**config.mk**
```make
export PLATFORM = sky130hd
export DESIGN_NAME = acd_mem
export DESIGN_NICKNAME = d
export VERILOG_FILES = /design/src/design/acd_pkg.sv /design/src/design/acd_mem.sv
export SDC_FILE = /design/constraint.sdc
export NUM_CORES = 2
export LEC_CHECK = 0
export BUFFER_PORTS_ARGS = -buffer_cell sky130_fd_sc_hd__buf_4
export CAP_MARGIN = 20
export CORE_MARGIN = 3
export CORE_UTILIZATION = 45
export DETAILED_ROUTE_END_ITERATION = 8
export PLACE_DENSITY = 0.65
export SYNTH_ARGS = -nofsm -noshare
export SYNTH_HDL_FRONTEND = slang
export SYNTH_SLANG_ARGS = --single-unit
```
**constraint.sdc**
```tcl
create_clock -name i_clk -period 2.78 [get_ports i_clk]
set_input_delay 0.139 -clock i_clk [delete_from_list [all_inputs] [get_ports i_clk]]
set_output_delay 0.139 -clock i_clk [all_outputs]
set_load 0.02 [all_outputs]
```
**src/design/acd_pkg.sv**
```systemverilog
`timescale 1ns / 1ps
`default_nettype none
package acd_pkg;

    localparam int ALPHABET_DEPTH = 256;
    localparam int ADDR_W = (ALPHABET_DEPTH > 1) ? $clog2(ALPHABET_DEPTH) : 1;

    localparam int SYM_W     = 8;
    localparam int KEY_W     = 8;
    localparam int IDX_W     = 8;
    localparam int OP_W      = 2;
    localparam int ST_W      = 2;
    localparam int M_W       = 9;   // modulus up to 256
    localparam int T_W       = 10;  // signed bezout coefficient, |t| <= m
    localparam int DIVD_W    = 17;  // dividend magnitude up to 255 * 255
    localparam int CNT_W     = 5;
    localparam int CFG_W     = 9;
    localparam int CFG_IDX_W = 2;

    localparam logic [M_W-1:0] M_MIN = M_W'(2);
    localparam logic [M_W-1:0] M_MAX = M_W'(ALPHABET_DEPTH);

    localparam logic [OP_W-1:0] OP_LOAD    = 2'd0;
    localparam logic [OP_W-1:0] OP_DERIVE  = 2'd1;
    localparam logic [OP_W-1:0] OP_DECRYPT = 2'd2;

    localparam logic [ST_W-1:0] ST_OK          = 2'd0;
    localparam logic [ST_W-1:0] ST_NOT_COPRIME = 2'd1;
    localparam logic [ST_W-1:0] ST_NOT_FOUND   = 2'd2;
    localparam logic [ST_W-1:0] ST_NO_KEY      = 2'd3;

    localparam logic [CFG_IDX_W-1:0] CFG_KEY_A      = 2'd0;
    localparam logic [CFG_IDX_W-1:0] CFG_KEY_B      = 2'd1;
    localparam logic [CFG_IDX_W-1:0] CFG_ALPHA_SIZE = 2'd2;

    typedef enum logic [3:0] {
        S_IDLE,
        S_EUC_TEST,
        S_EUC_DIV,
        S_EUC_MUL,
        S_EUC_UPD,
        S_EUC_FIX,
        S_SRCH,
        S_MOD_MUL,
        S_MOD_START,
        S_MOD_DIV,
        S_LOOK_RD,
        S_LOOK_DATA,
        S_FINISH
    } t_state;

    typedef struct packed {
        logic              start;
        logic [DIVD_W-1:0] dividend;
        logic [M_W-1:0]    divisor;
    } t_div_req;

    typedef struct packed {
        logic              done;
        logic [DIVD_W-1:0] quot;
        logic [M_W-1:0]    rem;
    } t_div_rsp;

    typedef struct packed {
        logic              we;
        logic [ADDR_W-1:0] addr;
        logic [SYM_W-1:0]  data;
    } t_mem_wr;

endpackage
`default_nettype wire

```
**src/design/acd_mem.sv**
```systemverilog
`timescale 1ns / 1ps
`default_nettype none
module acd_mem
    import acd_pkg::*;
(
    input  wire              i_clk,
    input  t_mem_wr          i_wr,
    input  wire [ADDR_W-1:0] i_raddr,
    output logic [SYM_W-1:0] o_rdata
);

    logic [SYM_W-1:0] r_mem [ALPHABET_DEPTH];

    always_ff @(posedge i_clk) begin
        if (i_wr.we) begin
            r_mem[i_wr.addr] <= i_wr.data;
        end
    end

    always_ff @(posedge i_clk) begin
        o_rdata <= r_mem[i_raddr];
    end

endmodule
`default_nettype wire

```
# == Yosys cells after proc, flatten, opt, wreduce, memory -nomap -nowiden ==
# Memory sizes are Yosys's and may differ from the RTL's. A register that Yosys moved wholly into a read port is not among the register bits.
# Index checks and enable logic that the tools add are counted.
# word_totals
input_bits,26
latchBits,0
elab_cells,3
mem_bits_rw,2048
rom_bits,0
memories,1
output_inout_bits,8
register_bits,0
# classes
multipliers,0
n_eq_ne,0
div_mod_pow,0
n_bitwise,0
n_shift,0
n_mux,2
n_reduce_logical,0
n_lt_le_gt_ge,0
add_sub_neg,0
# memory_table
name,words,width,read_ports,rd_clocked_by_memory_dff,write_ports,line,source
r_mem,256,8,1,1,1,acd_mem.sv:12,logic [SYM_W-1:0] r_mem [ALPHABET_DEPTH];
# op_table
op,n
2-to-1 mux 1 bit,2

# == Logic depth before layout (Yosys ltp) ==
# logic_depth
word_depth,2
mapped_depth,11
depth_no_buf,6

# == Worst setup path after synthesis ==
# OpenSTA, ideal clock, no wires.
# synth_timing
path_type,input to register
startpoint,input i_raddr[0]
endpoint,"register o_rdata[2], read port of r_mem"
arrival_time_ns,1.946
n_path_buf,4
required_time_ns,2.649
stages,9
slack_ns,0.703
cell_sequence,buf_6 > buf_12 > buf_8 > buf_2 > mux4_2 > a22oi_1 > a21oi_1 > nor4_1 > nor4_2
# synth_lines
element,line,source
"start, declared",acd_mem.sv:8,"input wire [ADDR_W-1:0] i_raddr,"
"end, declared",acd_mem.sv:9,output logic [SYM_W-1:0] o_rdata

==> key figures <==
Run status
  • Status: finished, final reports clean

Clock network
  • CTS Buffer Depth: 3
  • CTS sink count: 2056
  • Clk pin slew, worst setup/hold paths: 60 ps
  • CTS tree: yes
  • Clock latency on the worst-skew pair: 840 ps
  • CTS H-tree lvls: 4
  • Root buf cell: clkbuf_16
  • Clock buffer count from CTS: 198
  • Post-CTS Resized: 0

Detailed routing
  • Post-DRT Antenna Nets: 0
  • WL final: 202 mm
  • First-pass DRT Iterations: 6
  • Via count: 40.9k
  • Initial DRC Count: 5524
  • Post-DR vias/cell: 6.00
  • Remaining DRCs: 0
  • Wire per inst: 29.6 um

Synth
  • Synth Warn #: 0
  • Syn_nets: 3759
  • Ys flop type: edfxtp_1
  • Register bit total from synthesis: 2056
  • EDFF count, synth: 2048
  • Syn Area/Cell: 21.3 um2
  • Cell area after synthesis: 0.0796 mm2
  • Sequential area share after synthesis: 77.5%
  • Netlist cell types: 55
  • Syn Inst Count: 3733
  • Post-synth ARST share: 0%

STA
  • Max transition margin: 29.1%
  • Max frequency: 370 MHz
  • Fin Hold WS: 63.6 ps
  • Tcrit/Tclk final: 97.1%
  • Fin crit period: 2700 ps
  • Setup violations, final: 0
  • Final hold vios: 0
  • RSZ-0062 raised after global routing: false
  • Clock skew: 48.1 ps
  • Worst-margin pin slew: 1050 ps
  • Worst Slack Setup Final: 80.9 ps
  • Max-slew violation count: 0

Global routing
  • Total GRT Usage: 22.3%
  • Initial antenna violation count: 5
  • Largest net degree at the start of global routing: 103
  • Remaining global-route overflow: 0
  • Number of global-route vias before repair: 40.6k
  • First-pass GRT wire length: 292 mm

Finish
  • Post-layout utilization of the core: 53.3%
  • Final #Nets: 4355
  • Share of layout cells above drive strength 1: 30.2%
  • Area Growth Syn to Fin: 17.0%
  • Finished Layout Cells: 6824

Place
  • Cells after DPL: 6437
  • RePlAce Congestion: 0.874
  • Port Buffers: 33
  • DP HPWL: 129 mm
  • Dpl ws: -412 ps

Pwr
  • Worst ir drop on vdd: 0.631 mV
  • Switch Pwr: 13.8 mW
  • Sw frac: 21.5%
  • Internal power: 50.4 mW
  • Sequential group share of total power: 53.3%
  • Clk pwr share: 41.3%
  • Static Leakage: 29.9 nW
  • Comb power frac: 5.4%
  • Power Density: 690 mW/mm2

Critical path
  • Slowest CP cell: nor3_1
  • Cell Chain, Critical Path: mux4_2 > a22o_1 > a221oi_1 > buf_4 > o32ai_1 > nor3_1 > nor4_1
  • Crit-path max FO: 1
  • Crit. End Element: register
  • CP arrival: 3370 ps
  • Startpoint types: register
  • Worst path max stage delay: 820 ps
  • Data required time of the worst path: 3460 ps
  • Worst Setup Path Type: register to register

Floorplan
  • Std-Cell Rows: 153
  • Initial core utilization: 45.5%
  • Core area: 0.175 mm2
  • Die Area: 0.182 mm2
  • Die X: 426 um
  • Die height: 426 um
  • I/O pin count: 34

Flow run
  • Number of max-cap violations: 0

Worst hold path
  • HP Class: input port to register
[cells by family (layout without fill, tap and decap cells)]
| family | count (synthesis) | count (layout) | share of synthesized area (%) |
|---|---|---|---|
| buf+inv | 235 | 1000 | 1.83 |
| simple gates | 466 | 466 | 2.63 |
| other cells | 0 | 1 | 0 |
| flops | 2056 | 2056 | 77.5 |
| mux | 591 | 591 | 14.6 |
| compound gates | 385 | 385 | 3.42 |
[worst paths after layout]
path                  from  depth (start not counted)  slack [ps]             to
max          r_mem[211][5]                          7          80     o_rdata[5]
max reg2reg  r_mem[211][5]                          7          80     o_rdata[5]
min               i_wr[12]                          4          60  r_mem[254][2]
min reg2reg   r_mem[40][3]                          7        1110     o_rdata[3]
[Yosys cell counts (13+ instances only)]
cell | count | area (um2)
buf_8 | 13 | 195
nand2_1 | 33 | 124
a22oi_1 | 133 | 998
o221ai_1 | 46 | 403
nor3_1 | 22 | 110
buf_1 | 22 | 82.6
buf_2 | 31 | 155
edfxtp_1 | 2048 | 61500
a21oi_1 | 96 | 480
nand3_1 | 34 | 170
buf_6 | 21 | 236
buf_4 | 27 | 203
a221oi_1 | 13 | 114
nor2b_1 | 31 | 194
nor2_1 | 282 | 1060
mux4_2 | 454 | 10200
mux2i_1 | 134 | 1340
a211oi_1 | 16 | 120
o22ai_1 | 28 | 175
nor4_1 | 24 | 150
clkbuf_1 | 111 | 417
[metrics by stage]
stage | power (mW) | setup TNS (ps) | instance area (um2)
floorplan | 36.5 | 0 | 79600
global placement | 38.3 | -999 | 86500
detailed placement | 38.4 | -1060 | 86500
CTS | 64.7 | 0 | 93100
global route | 66.1 | 0 | 93100
finish | 64.2 | 0 | 93100
[power by group through the flow]
stage / registers [mW] / logic [mW] / clock network [mW]
detailed placement: 34.9 / 3.48 / 0
CTS: 34.2 / 3.51 / 26.9
global route: 34.2 / 3.66 / 28.2
floorplan: 34.9 / 1.66 / 0
global placement: 34.9 / 3.44 / 0
finish: 34.2 / 3.49 / 26.5
[cell type report]
class	instances	area [um2]
fill	13300	81700
sequential	2056	61700
multi-input combinational	1442	16500
timing repair buffer	629	5590
clock buffer	241	5180
tap	2325	2910
clock inverter	128	1260
inverter	2	7.51
antenna	1	2.50
[sequential cells by signal (all words and copies together), names as in the netlist]
signal,cells
o_rdata,8
r_mem,2048
[worst max-delay path, delay by kind of cell, from the launching register on]
family,cells,cell delay (ps)
flops,1,360
mux,1,490
buf+inv,1,180
simple gates,2,940
compound gates,3,580
[layer usage]
layer | track usage, % | vias up | routed length, um
li1 | - | 16900 | -
met1 | 31.6 | 21700 | 81000
met2 | 35.2 | 2003 | 97400
met3 | 4.45 | 308 | 17700
met4 | 6.92 | 0 | 5940
met5 | 0 | - | 0
[repair_timing]
item                                   in CTS  in global routing
hold buffers                               17                  0
setup buffers                               0                  0
endpoints found under the hold margin     850                  0
[cell usage in the layout (no fill, tap or decap), types with 8 or more instances in the layout]
cell              n
buf_12           60
bufinv_16        17
a211oi_1         16
buf_4           542
clkbuf_1         39
a22o_1            8
o22ai_1          28
nand2_1          33
a221oi_1         13
o221ai_1         46
clkbuf_16       200
nor4_1           24
edfxtp_1       2048
nand4_1          10
clkinv_2         34
dlygate4sd3_1    17
nor3_1           22
mux4_2          454
o211ai_1         10
mux2i_1         134
a21oi_1          96
a22oi_1         133
nand3_1          34
dfxtp_1           8
nand2b_1          8
buf_8             9
clkinv_1         56
nor2b_1          28
nor2_1          279
o21ai_0          10
(Power assumes the default switching activity.)
