===== src/design/acd_pkg.sv =====
`timescale 1ns / 1ps
`default_nettype none
package acd_pkg;

    localparam int ALPHABET_DEPTH = 256;
    localparam int ADDR_W = (ALPHABET_DEPTH > 1) ? $clog2(ALPHABET_DEPTH) : 1;

    localparam int SYM_W     = 8;
    localparam int KEY_W     = 8;
    localparam int IDX_W     = 8;
    localparam int OP_W      = 2;
    localparam int ST_W      = 2;
    localparam int M_W       = 9;   // modulus up to 256
    localparam int T_W       = 10;  // signed bezout coefficient, |t| <= m
    localparam int DIVD_W    = 17;  // dividend magnitude up to 255 * 255
    localparam int CNT_W     = 5;
    localparam int CFG_W     = 9;
    localparam int CFG_IDX_W = 2;

    localparam logic [M_W-1:0] M_MIN = M_W'(2);
    localparam logic [M_W-1:0] M_MAX = M_W'(ALPHABET_DEPTH);

    localparam logic [OP_W-1:0] OP_LOAD    = 2'd0;
    localparam logic [OP_W-1:0] OP_DERIVE  = 2'd1;
    localparam logic [OP_W-1:0] OP_DECRYPT = 2'd2;

    localparam logic [ST_W-1:0] ST_OK          = 2'd0;
    localparam logic [ST_W-1:0] ST_NOT_COPRIME = 2'd1;
    localparam logic [ST_W-1:0] ST_NOT_FOUND   = 2'd2;
    localparam logic [ST_W-1:0] ST_NO_KEY      = 2'd3;

    localparam logic [CFG_IDX_W-1:0] CFG_KEY_A      = 2'd0;
    localparam logic [CFG_IDX_W-1:0] CFG_KEY_B      = 2'd1;
    localparam logic [CFG_IDX_W-1:0] CFG_ALPHA_SIZE = 2'd2;

    typedef enum logic [3:0] {
        S_IDLE,
        S_EUC_TEST,
        S_EUC_DIV,
        S_EUC_MUL,
        S_EUC_UPD,
        S_EUC_FIX,
        S_SRCH,
        S_MOD_MUL,
        S_MOD_START,
        S_MOD_DIV,
        S_LOOK_RD,
        S_LOOK_DATA,
        S_FINISH
    } t_state;

    typedef struct packed {
        logic              start;
        logic [DIVD_W-1:0] dividend;
        logic [M_W-1:0]    divisor;
    } t_div_req;

    typedef struct packed {
        logic              done;
        logic [DIVD_W-1:0] quot;
        logic [M_W-1:0]    rem;
    } t_div_rsp;

    typedef struct packed {
        logic              we;
        logic [ADDR_W-1:0] addr;
        logic [SYM_W-1:0]  data;
    } t_mem_wr;

endpackage
`default_nettype wire


===== src/design/acd_div.sv =====
`timescale 1ns / 1ps
`default_nettype none
module acd_div
    import acd_pkg::*;
(
    input  wire      i_clk,
    input  wire      i_rst_n,
    input  t_div_req i_req,
    output t_div_rsp o_rsp
);

    // restoring divider, one quotient bit per cycle
    logic              r_busy;
    logic              r_done;
    logic [CNT_W-1:0]  r_cnt;
    logic [DIVD_W-1:0] r_quo;
    logic [M_W-1:0]    r_rem;
    logic [M_W-1:0]    r_dvs;
    logic [M_W:0]      w_trial;
    logic              w_ge;

    assign w_trial = {r_rem, r_quo[DIVD_W-1]};
    assign w_ge    = (w_trial >= {1'b0, r_dvs});

    always_ff @(posedge i_clk) begin
        if (!i_rst_n) begin
            r_busy <= 1'b0;
            r_done <= 1'b0;
            r_cnt  <= '0;
        end else begin
            r_done <= r_busy && (r_cnt == CNT_W'(1));
            if (i_req.start) begin
                r_busy <= 1'b1;
                r_cnt  <= CNT_W'(DIVD_W);
            end else if (r_busy) begin
                r_cnt <= r_cnt - CNT_W'(1);
                if (r_cnt == CNT_W'(1)) begin
                    r_busy <= 1'b0;
                end
            end
        end
    end

    always_ff @(posedge i_clk) begin
        if (i_req.start) begin
            r_quo <= i_req.dividend;
            r_rem <= '0;
            r_dvs <= i_req.divisor;
        end else if (r_busy) begin
            r_quo <= {r_quo[DIVD_W-2:0], w_ge};
            r_rem <= w_ge ? M_W'(w_trial - {1'b0, r_dvs}) : w_trial[M_W-1:0];
        end
    end

    assign o_rsp.done = r_done;
    assign o_rsp.quot = r_quo;
    assign o_rsp.rem  = r_rem;

endmodule
`default_nettype wire

===== config.mk =====
export PLATFORM = sky130hd
export DESIGN_NAME = acd_div
export DESIGN_NICKNAME = d
export VERILOG_FILES = /design/src/design/acd_pkg.sv /design/src/design/acd_div.sv
export SDC_FILE = /design/constraint.sdc
export NUM_CORES = 1
export LEC_CHECK = 0
export BUFFER_PORTS_ARGS = -buffer_cell sky130_fd_sc_hd__buf_2
export CAP_MARGIN = 25
export CORE_AREA = 2 2 70 79
export CTS_BUF_LIST = sky130_fd_sc_hd__clkbuf_8
export CTS_CLUSTER_SIZE = 25
export DETAILED_ROUTE_END_ITERATION = 8
export DIE_AREA = 0 0 72 81
export PLACE_DENSITY = 0.67
export SLEW_MARGIN = 5
export SYNTH_ARGS = -nofsm -noshare
export SYNTH_HDL_FRONTEND = slang
export SYNTH_SLANG_ARGS = --single-unit

===== constraint.sdc =====
create_clock -name i_clk -period 3 [get_ports i_clk]
set_input_delay 0.15 -clock i_clk [delete_from_list [all_inputs] [get_ports i_clk]]
set_output_delay 0.15 -clock i_clk [all_outputs]
set_load 0.03 [all_outputs]

Word level (Yosys, flattened, before mapping) --
Index checks and enable logic that the tools add are counted.
Storage, ports and cells: register bits after elaboration 42, input port bits 29, output and inout bits 27, word-level logic and storage cells 23
Cells by class: add/subtract/negate cells 2, $lt $le $gt $ge 1, eq/ne operators 1, multiplexer cells 8, bitwise logic cells 1, reduce and logical (&&, ||, !) cells 3
Operator list (number):
- $mux 17 | 2
- $ge 10x9->1 | 1
- $mux 5 | 2
- $mux 9 | 1
- $sub 9x9->9 | 1
- $eq 5x1->1 const B | 1
- $sub 5x1->5 const B | 1
- $mux 1 | 3
- $reduce_bool 2->1 | 1
- $reduce_or 2->1 | 1
- $logic_and 1x1->1 | 1
- $not 1->1 | 1

Depth between registers and ports, before layout --
Gate-level depths: netlist of run 1.
depth in word-level cells 4, gate-level depth with buffers 10, depth with buffers taken out 9

Worst setup path after synthesis of run 1 --
OpenSTA, ideal clock, no wires.
path kind register to register, start point register r_quo[16], end point register r_rem[8], library setup time 0.088 ns, arrival time 2.441 ns, required time 2.912 ns, setup slack 0.470 ns, cell stages (with the launch flop) 11, path buffers 1, period minus slack after synthesis 2.530 ns, cells stage by stage edfxtp_1 inv_1 ha_1 inv_1 fa_1 a211oi_1 o21a_1 o211a_2 buf_4 nand2_1 a311oi_2
Between the ends: longest elaborated chain between the ends 2, elaborated cells between the ends (all ways) 3, classes of those cells 1 x add/sub; 1 x order compare; 1 x mux
RTL lines:
- from (decl) | line acd_div.sv:16 | logic [DIVD_W-1:0] r_quo;
- from (signal assigned) | line acd_div.sv:46 | r_quo <= i_req.dividend;
- from (signal assigned) | line acd_div.sv:50 | r_quo <= {r_quo[DIVD_W-2:0], w_ge};
- $sub 9x9->9 or $ge 10x9->1 (tied branches) | line acd_div.sv:51, acd_div.sv:23
- $mux 9 * | line acd_div.sv:51 | r_rem <= w_ge ? M_W'(w_trial - {1'b0, r_dvs}) : w_trial[M_W-1:0];
- to (signal assigned) | line acd_div.sv:51
- to (decl) | line acd_div.sv:17 | logic [M_W-1:0] r_rem;
Every way passes the cells marked *; elsewhere a longest branch is shown, timed or not. A chain may end at the register's enable or synchronous reset.

Worst setup path after layout of run 1 --
start point register r_quo[16], end point register r_rem[6]
The elaborated chain is that of the path after synthesis.

==> results.md, run 1 <==
* Top cells by area, synth: edfxtp_1, dfxtp_1, mux2_2, ha_1, mux2i_1
* Inserted Diodes at 0
* Setup TNS at 0 ps
* Placed Instances at 299
* Finished Layout Cells at 307
* Synth Register Bits at 42
* Die Area at 0.00583 mm2
* Synth cell types at 40
* Critical path class: reg2reg
* WL/cell at 13.1 um
* CTS tree: done
* Hold Path Sink: r_dvs[5]$_DFFE_PP_
* DRC viols at 0
* Ys async rst share at 0
* H-tree depth at 2
* # rows at 28
* Status: finished clean
* Worst r2r src: r_quo[16]$_DFFE_PP_
* Post-Synthesis Cell Area at ~0.0022 mm2
* Synth cell count leaders: edfxtp_1, nor2_1, dfxtp_1, mux2_2, inv_1
* Antenna violations before repair at 0
* Final net count at 287
* Vias in the first global route at 1,619
* IO buf count at 55
* Worst-case reg-to-reg path depth at 9
* RSZ-0062 raised after global routing: false
* Post-Place Cell Area at 0.00250 mm2
* CORE AREA at ~0.005 mm2
* CP required at 3150 ps
* Design Area, Final at roughly 0.0026 mm2
* CTS Sinks at 42
* CTS Buffer Depth at 2
* Tmin final at 2620 ps
* Crit path max fanout at 14
* Fmax at roughly 380 MHz
* Hold_buf cts at 0
* Post-CTS Resized at 0
* Worst slew pin tran at 566 ps
* Register area share after synthesis at 0.505
* Hold crit path type: in2reg
* Area grow syn2layout at 18.6%
* PwrDens at 565 mW/mm2
* Fillers at approximately 470
* Clock transition at path regs at 80 ps
* CP Launch Type: register
* Final Hold Vio Count at 0
* DP Wirelength at just under 3 mm
* Layout Skew at about 7 ps
* Max Cap Viol at 0
* Max Slew Vio Count at 0
* Setup violations, final at 0
* R2r endpoint: r_rem[6]$_SDFFE_PP0P_
* RD Place Congestion at about 0.81
* Number of synthesized flops with an enable pin at 26
* First-pass GRT wire length at ~7.1 mm
* Syn Nets at 232
* Via Count at approximately 1,600
* First DRT Iteration DRCs at 93
* GRT Util Overall at 0.156
* Syn Area/Cell at about 11 um2
* 1st-pass router iterations at 4
* Setup Buffers After CTS at 0
* # IOs at 56
* Via density at 5.16
* Count leader, synth: edfxtp_1
* Drt total wl at 4.02 mm
* Hold depth at 1
* Slew margin rel. at 0.623
* Starting Density at 0.423
* Final ANT Viol Nets at 0
* Static leakage at 0.00114 uW
* FF-to-FF setup slack at 380 ps
* Period utilization at 0.874
* Synth warn at 0
* Layout cells sized above 1 at 0.352
* Die width at 72 um
* Main synth FF type: edfxtp_1
* Peak supply drop at 290 uV
* Crit path DAT at 2780 ps
* Worst-skew pair later-pin latency at 290 ps
* Largest net degree at the start of global routing at 28
* Post-synthesis cell count at 191
* Critical Path End Type: register
* CTS Buf Count at 5
* GRT overflow at 0
* Synth area leader: edfxtp_1
* Synth top area share at 0.358
* Worst Hold Launch: i_req[5]
* Die Span Y at 81 um
* Root buffer cell: clkbuf_8
layout by cell type (no fill, tap or decap), drive strengths merged, types with 5 or more instances in the layout:
cell type and n:
mux2 16, nor2 18, mux2i 9, edfxtp 26
dfxtp 16, ha 11, buf 57, a211oi 8
inv 15, clkbuf 5, a21oi 6, nand2 9
xor2 6
state kept, by name, summed over array words and instances (netlist names):
name	cells
r_quo	17
r_rem	9
r_dvs	9
r_done	1
r_busy	1
r_cnt	5
layer usage:
metal,track usage,part of all wire,vias up
li1,-,-,800
met1,0.174,0.44,731
met2,0.280,0.48,46
met3,0.0509,0.065,7
met4,0.0509,0.013,0
met5,0,0,-
worst max path at each step:
stage | from | cells past startpoint | endpoint
CTS | r_quo[16]$_DFFE_PP_ | 9 | r_rem[6]$_SDFFE_PP0P_
floorplan | r_quo[16]$_DFFE_PP_ | 10 | r_rem[8]$_SDFFE_PP0P_
global route | r_quo[16]$_DFFE_PP_ | 9 | r_rem[1]$_SDFFE_PP0P_
global placement | r_quo[16]$_DFFE_PP_ | 9 | r_rem[4]$_SDFFE_PP0P_
finish | r_quo[16]$_DFFE_PP_ | 9 | r_rem[6]$_SDFFE_PP0P_
detailed placement | r_quo[16]$_DFFE_PP_ | 9 | r_rem[4]$_SDFFE_PP0P_
cell families (layout without fill, tap and decap cells):
| kind of cell | count (synthesis) | after routing | share of synthesized area |
|---|---|---|---|
| buffers and inverters | 23 | 79 | 0.0436 |
| AO/OA/AOI/OAI | 33 | 33 | 0.111 |
| XOR/XNOR | 8 | 8 | 0.0321 |
| multiplexers | 25 | 25 | 0.124 |
| AND/OR/NAND/NOR | 48 | 48 | 0.112 |
| flip-flops | 42 | 42 | 0.505 |
| adder cells (fa/ha/maj) | 12 | 12 | 0.0723 |
report_power, final:
group | switching (uW) | internal (uW) | total (uW) | leakage, uW
Combinational | 240 | 163 | 403 | 0.000704
Clock | 191 | 158 | 349 | 0.0000491
Sequential | 34.5 | 675 | 709 | 0.000391
Total | 465 | 996 | 1460 | 0.00114
metrics by stage:
| stage | setup slack, ps | power [uW] | hold WS [ps] | util |
|---|---|---|---|---|
| after detailed placement | 402 | 1130 | 330 | 0.486 |
| after floorplan | 470 | 1030 | 249 | - |
| after global routing | 136 | 1550 | 12.6 | 0.502 |
| final | 377 | 1460 | 23.7 | 0.502 |
| after global placement | 518 | 1120 | 328 | 0.486 |
| after CTS | 377 | 1490 | 10.7 | 0.502 |
worst max-delay path, stage by stage (launching register included):
cell      delay, ps
edfxtp_1        420
inv_1            80
ha_1            150
inv_1            50
fa_1            400
a211oi_1        410
o21a_1          250
o211a_2         400
mux2i_1         230
a211oi_1         80
layout make-up:
cell class,count,area [um2],share of cell area
clock buffers,5,68.8,0.0266
clock inverters,3,13.8,0.00532
inverters,14,52.6,0.0203
multi-input cells,126,985,0.381
flip-flops and latches,42,1100,0.426
well taps,60,75.1,0.0290
repair buffers,57,290,0.112
Power figures use the tool's default switching activity.
==> run 2: changes to the inputs <==
--- a/config.mk
+++ b/config.mk
@@ -7,11 +7,11 @@
 export LEC_CHECK = 0
 export BUFFER_PORTS_ARGS = -buffer_cell sky130_fd_sc_hd__buf_2
 export CAP_MARGIN = 25
-export CORE_AREA = 2 2 70 79
+export CORE_AREA = 2 2 77 72
 export CTS_BUF_LIST = sky130_fd_sc_hd__clkbuf_8
 export CTS_CLUSTER_SIZE = 25
 export DETAILED_ROUTE_END_ITERATION = 8
-export DIE_AREA = 0 0 72 81
+export DIE_AREA = 0 0 79 74
 export PLACE_DENSITY = 0.67
 export SLEW_MARGIN = 5
 export SYNTH_ARGS = -nofsm -noshare
==> run 2 against run 1 <==
Compared with the run above: sequential share of layout area shrank 0.59 points; die area is 0.24% higher; fmax barely moved; non-clock buffer count did not move; global-route usage shrank 0.71 points; cell area grew 1.4%.
==> results.md, run 2 (same netlist as run 1, synthesis figures left out) <==
* Status: finished clean
* Max Slew Vio Count at 0 (unchanged)
* WL/cell at 12.9 um (-1.4%)
* Via Count at 1,565 (-1.2%)
* Minimum hold slack at 27.0 ps (+3.31 ps)
* Final net count at 287 (unchanged)
* CTS Sinks at 42 (unchanged)
* Clock transition at path regs at 80 ps (about the same)
* Slew margin rel. at 0.639 (+0.0160)
* Fmax at 382 MHz (about the same)
* CTS Buf Count at 5 (unchanged)
* Inserted Diodes at 0 (unchanged)
* RSZ-0062 raised after global routing: false
* Layout Skew at 9.81 ps (+2.91 ps)
* CP required at 3200 ps (+50 ps)
* Static leakage at 0.00115 uW (+0.56%)
* Root buffer cell: clkbuf_8
* Wire length on met3 at 214 um (-18%)
* Die Area at 0.00585 mm2 (+0.24%)
* Setup violations, final at 0 (unchanged)
* Drt total wl at 4.06 mm (+0.84%)
* Setup Buffers After CTS at 0 (unchanged)
* First-pass GRT wire length at 6.84 mm (-3.4%)
* CORE AREA at 0.00507 mm2 (-1.6%)
* Die Span Y at 74 um (-8.6%)
* Worst slew pin tran at 542 ps (-24.1 ps)
* CP Launch Type: register
* Hold_buf cts at 0 (unchanged)
* Max Cap Viol at 0 (unchanged)
* # rows at 25 (-11%)
* IO buf count at 55 (unchanged)
* Largest net degree at the start of global routing at 26 (-7.1%)
* # IOs at 56 (unchanged)
* Final Hold Vio Count at 0 (unchanged)
* Largest register FFs at 17 (unchanged)
* Commonest non-fill, non-tap cell in the layout: buf_2
* Setup TNS at 0 ps (unchanged)
* Crit path DAT at 2820 ps (+40 ps)
* First DRT Iteration DRCs at 42 (-55%)
* Biggest register: r_quo
* Starting Density at 0.430 (+0.00690)
* Crit path max fanout at 14 (unchanged)
* Area grow syn2layout at 20.3%
* Vias in the first global route at 1,504 (-7.1%)
* Most frequent cells in the layout: buf_2, edfxtp_1, nor2_1
* GRT Util Overall at 0.149 (-0.00713)
* Tmin final at 2620 ps (-2.27 ps)
* Metal-1 WL at 1.91 mm (+7.3%)
* Critical path class: reg2reg
* Antenna violations before repair at 0 (unchanged)
* PwrDens at 591 mW/mm2 (+4.7%)
* DRC viols at 0 (unchanged)
* GRT overflow at 0 (unchanged)
* Period utilization at 0.874 (about the same)
* H-tree depth at 2 (unchanged)
* Routed wl met2 at 1.90 mm (-1.1%)
* Post-CTS Resized at 0 (unchanged)
* Layout cells sized above 1 at 0.352 (unchanged)
* CTS Buffer Depth at 2 (unchanged)
* Peak supply drop at 322 uV (+11%)
* Fillers at 483 (+2.3%)
* Final ANT Viol Nets at 0 (unchanged)
* Hold crit path type: in2reg
* DP Wirelength at 2.97 mm (+1.1%)
* CTS tree: done
* Via density at 4.98 (-3.4%)
* Critical Path End Type: register
* 1st-pass router iterations at 4 (unchanged)
* RD Place Congestion at 0.730 (-9.5%)
* Biggest registers after layout: r_quo x17, r_dvs x9, r_rem x9
* Max Used Layer: met4
* Die width at 79 um (+9.7%)
* Worst-skew pair later-pin latency at 290 ps (about the same)
[run 2: final cells by class]
type | instances | area (um2) | area share
sequential | 42 | 1100 | 0.420
multi-input combinational | 126 | 985 | 0.375
timing repair buffer | 57 | 290 | 0.111
tap | 67 | 83.8 | 0.0320
clock buffer | 5 | 68.8 | 0.0262
inverter | 14 | 52.6 | 0.0200
clock inverter | 3 | 41.3 | 0.0157
[run 2: critical path, cell delays in order, from the launching register on]
cell and delay (ps):
edfxtp_1 400, inv_1 70, ha_1 150, inv_1 50, fa_1 390, a211oi_1 420
o21a_1 260, o211a_2 410, mux2i_1 130, a211oi_1 240
[run 2: final timing paths]
kind | start | endpoint | slack [ps] | depth (start not counted)
max reg2reg | r_quo[16]$_DFFE_PP_ | r_rem[4]$_SDFFE_PP0P_ | 380 | 9
min reg2reg | r_cnt[1]$_SDFFE_PP0P_ | r_cnt[1]$_SDFFE_PP0P_ | 490 | 2
min | i_req[0] | r_dvs[0]$_DFFE_PP_ | 30 | 1
max | r_quo[16]$_DFFE_PP_ | r_rem[4]$_SDFFE_PP0P_ | 380 | 9
[run 2: layer usage]
metal	track usage	vias up
li1	-	805
met1	0.194	723
met2	0.243	35
met3	0.0425	2
met4	0.0479	0
met5	0	-
[run 2: stage by stage]
step           utilization  cell area (um2)  power (uW)  std cells  worst slack [ps]
2_1_floorplan            -             2180        1030        191               470
3_3_place_gp         0.496             2510        1120        306               489
3_5_place_dp         0.496             2510        1130        306               416
4_1_cts              0.518             2620        1570        314               383
5_1_grt              0.518             2620        1640        314              97.6
6_report             0.518             2620        1550        314               379
[run 2: power breakdown]
group	total [uW]	switching (uW)	internal (uW)	leakage, uW
combinational	402	239	163	0.000704
sequential	711	35.9	675	0.000391
clock	438	193	245	0.0000556
total	1550	468	1080	0.00115
==> run 3: changes to the inputs <==
==> constraint.sdc (replaced) <==
create_clock -name i_clk -period 3 [get_ports i_clk]
set_input_delay 0 -clock i_clk [delete_from_list [all_inputs] [get_ports i_clk]]
set_output_delay 0 -clock i_clk [all_outputs]
set_load 0.03 [all_outputs]
==> run 3 against run 2 <==
Compared with the run above: critical path depth unchanged; combinational power rose by 4%; via count increased by 5.3%; wire length is 3.0% higher; count of clock-buffer cells in the layout did not move; critical endpoint unchanged; non-clock buffer count is 14 higher; sequential share of layout area fell by 2.1 points; die area is the same; global-route usage barely moved; fmax is 1.8% lower.
==> results.md, run 3 (same netlist as run 1, synthesis figures left out) <==
* Status: finished clean
* Fmax at 375 MHz (-1.8%)
* Slowest stage delay, CP at 420 ps (about the same)
* Drt total wl at 4.18 mm (+3.0%)
* Register Area at 0.00110 mm2 (unchanged)
* R2r endpoint: r_rem[4]$_SDFFE_PP0P_
* Largest register FFs at 17 (unchanged)
* CORE AREA at 0.00507 mm2 (unchanged)
* Die Span Y at 74 um (unchanged)
* GRT Util Overall at 0.149 (+0.000340)
* Area grow syn2layout at 26.6%
* Via Count at 1,648 (+5.3%)
* Crit path from: r_quo[16]$_DFFE_PP_
* Footprint of the multi-input gates at 985 um2 (unchanged)
* CTS Buf Count at 5 (unchanged)
* Crit path max fanout at 14 (unchanged)
* H-tree depth at 2 (unchanged)
* Final Core Density at 0.545 (+0.0274)
* Clock transition at path regs at 80 ps (about the same)
* Crit path DAT at 2810 ps (about the same)
* Die width at 79 um (unchanged)
* RSZ-0062 raised after global routing: false
* Layout cells sized above 1 at 0.326 (-0.0266)
* Biggest registers after layout: r_quo x17, r_dvs x9, r_rem x9
* Max Cap Viol at 0 (unchanged)
* Post-CTS Resized at 0 (unchanged)
* PwrDens at 564 mW/mm2 (-4.7%)
* Via density at 5.02 (+0.81%)
* # IOs at 56 (unchanged)
* Setup TNS at 0 ps (unchanged)
* Antenna violations before repair at 0 (unchanged)
* Cell family with most CP delay: compound AO/OA/AOI/OAI gates
* GRT overflow at 0 (unchanged)
* Slew margin rel. at 0.434 (-0.204)
* CP Launch Type: register
* DRC viols at 0 (unchanged)
* Crit-path cells: inv_1, ha_1, inv_1, fa_1, a211oi_1, o21a_1, o211a_2, mux2i_1, a211oi_1
* Inserted Diodes at 0 (unchanged)
* Setup crit end: r_rem[4]$_SDFFE_PP0P_
* Largest net degree at the start of global routing at 41 (+58%)
* CP required at 3140 ps (-60 ps)
* Setup violations, final at 0 (unchanged)
* Critical path class: reg2reg
* Final net count at 301 (+4.9%)
* Worst-case reg-to-reg path depth at 9 (unchanged)
* Critical-path top delay cell: a211oi_1
* Most frequent cells in the layout: buf_2, edfxtp_1, nor2_1
* Static leakage at 0.00121 uW (+5.2%)
* Commonest non-fill, non-tap cell in the layout: buf_2
* Die Area at 0.00585 mm2 (unchanged)
* Tmin final at 2670 ps (+49.3 ps)
* Max Slew Vio Count at 0 (unchanged)
* RD Place Congestion at 0.712 (-2.3%)
* Worst slew pin tran at 849 ps (+306 ps)
* FF-to-FF setup slack at 330 ps (-50 ps)
* Bufs and invs on worst path at 2 (unchanged)
* Worst r2r src: r_quo[16]$_DFFE_PP_
* IO buf count at 55 (unchanged)
* 1st-pass router iterations at 4 (unchanged)
* Hold crit path type: in2reg
* First-pass GRT wire length at 6.97 mm (+1.9%)
* Layout Skew at 4.69 ps (-5.11 ps)
* Peak supply drop at 374 uV (+16%)
* Period utilization at 0.890 (+0.0164)
* CTS tree: done
* CTS Sinks at 42 (unchanged)
* Worst-skew pair later-pin latency at 290 ps (about the same)
* Final ANT Viol Nets at 0 (unchanged)
* Starting Density at 0.430 (unchanged)
* Fillers at 485 (+0.41%)
* CTS Buffer Depth at 2 (unchanged)
* # rows at 25 (unchanged)
* Vias in the first global route at 1,543 (+2.6%)
* Levels on crit path at 9 (unchanged)
* Critical Path End Type: register
* Root buffer cell: clkbuf_8
* Final Hold Vio Count at 0 (unchanged)
* First DRT Iteration DRCs at 48 (+14%)
* DP Wirelength at 2.86 mm (-3.5%)
* Biggest register: r_quo
* WL/cell at 12.7 um (-1.4%)
[run 3: changes by cell type in the layout (fill, tap and decap cells not counted), sizes merged]
cell,before,now
clkinv,0,1
buf,57,56
clkinvlp,1,0
dlygate4sd3,0,15
[run 3: cell type report]
cell class                      instances  share of cell area
Sequential cell                        42               0.399
Clock inverter                          3              0.0136
Clock buffer                            5              0.0249
Tap cell                               67              0.0304
Inverter                               14              0.0190
Timing Repair Buffer                   71               0.157
Multi-Input combinational cell        126               0.357
[run 3: worst min-delay path by stage]
stage | startpoint | endpoint | cells past startpoint
floorplan | i_req[0] | r_dvs[0]$_DFFE_PP_ | 0
global placement | i_req[7] | r_dvs[7]$_DFFE_PP_ | 1
detailed placement | i_req[5] | r_dvs[5]$_DFFE_PP_ | 1
CTS | i_req[14] | r_quo[5]$_DFFE_PP_ | 2
global route | i_req[11] | r_quo[2]$_DFFE_PP_ | 2
finish | i_req[13] | r_quo[4]$_DFFE_PP_ | 2
[run 3: layer usage]
layer  vias to the layer above  global-route usage  wire length, um  part of all wire
met1                       772               0.198             1970              0.47
met5                         -                   0                0                 0
met2                        42               0.246             1940              0.46
met3                         4              0.0376              234             0.056
li1                        830                   -                -                 -
met4                         0              0.0421               36            0.0086
[run 3: timing repair]
| item | 4_1_cts | 5_1_grt |
|---|---|---|
| endpoints found under the hold margin | 18 | 0 |
| hold buffers | 15 | 0 |
| setup buffers | 0 | 0 |
| endpoints found under the setup margin | 0 | 0 |
[run 3: through the flow]
step                      area [um2]  std cells  total power, uW  hold slack, ps  setup slack [ps]
after floorplan                 2180        191             1030            98.9               470
after global placement          2500        305             1120             177               464
after detailed placement        2500        305             1130             178               347
after CTS                       2760        328             1570            1.33               325
after global routing            2760        328             1640            5.30              86.0
final                           2760        328             1560            11.5               330
[run 3: power by group]
group          leakage, uW  internal [uW]  switching, uW
registers         0.000391            675           35.5
clock network    0.0000570            242            185
logic             0.000762            175            244
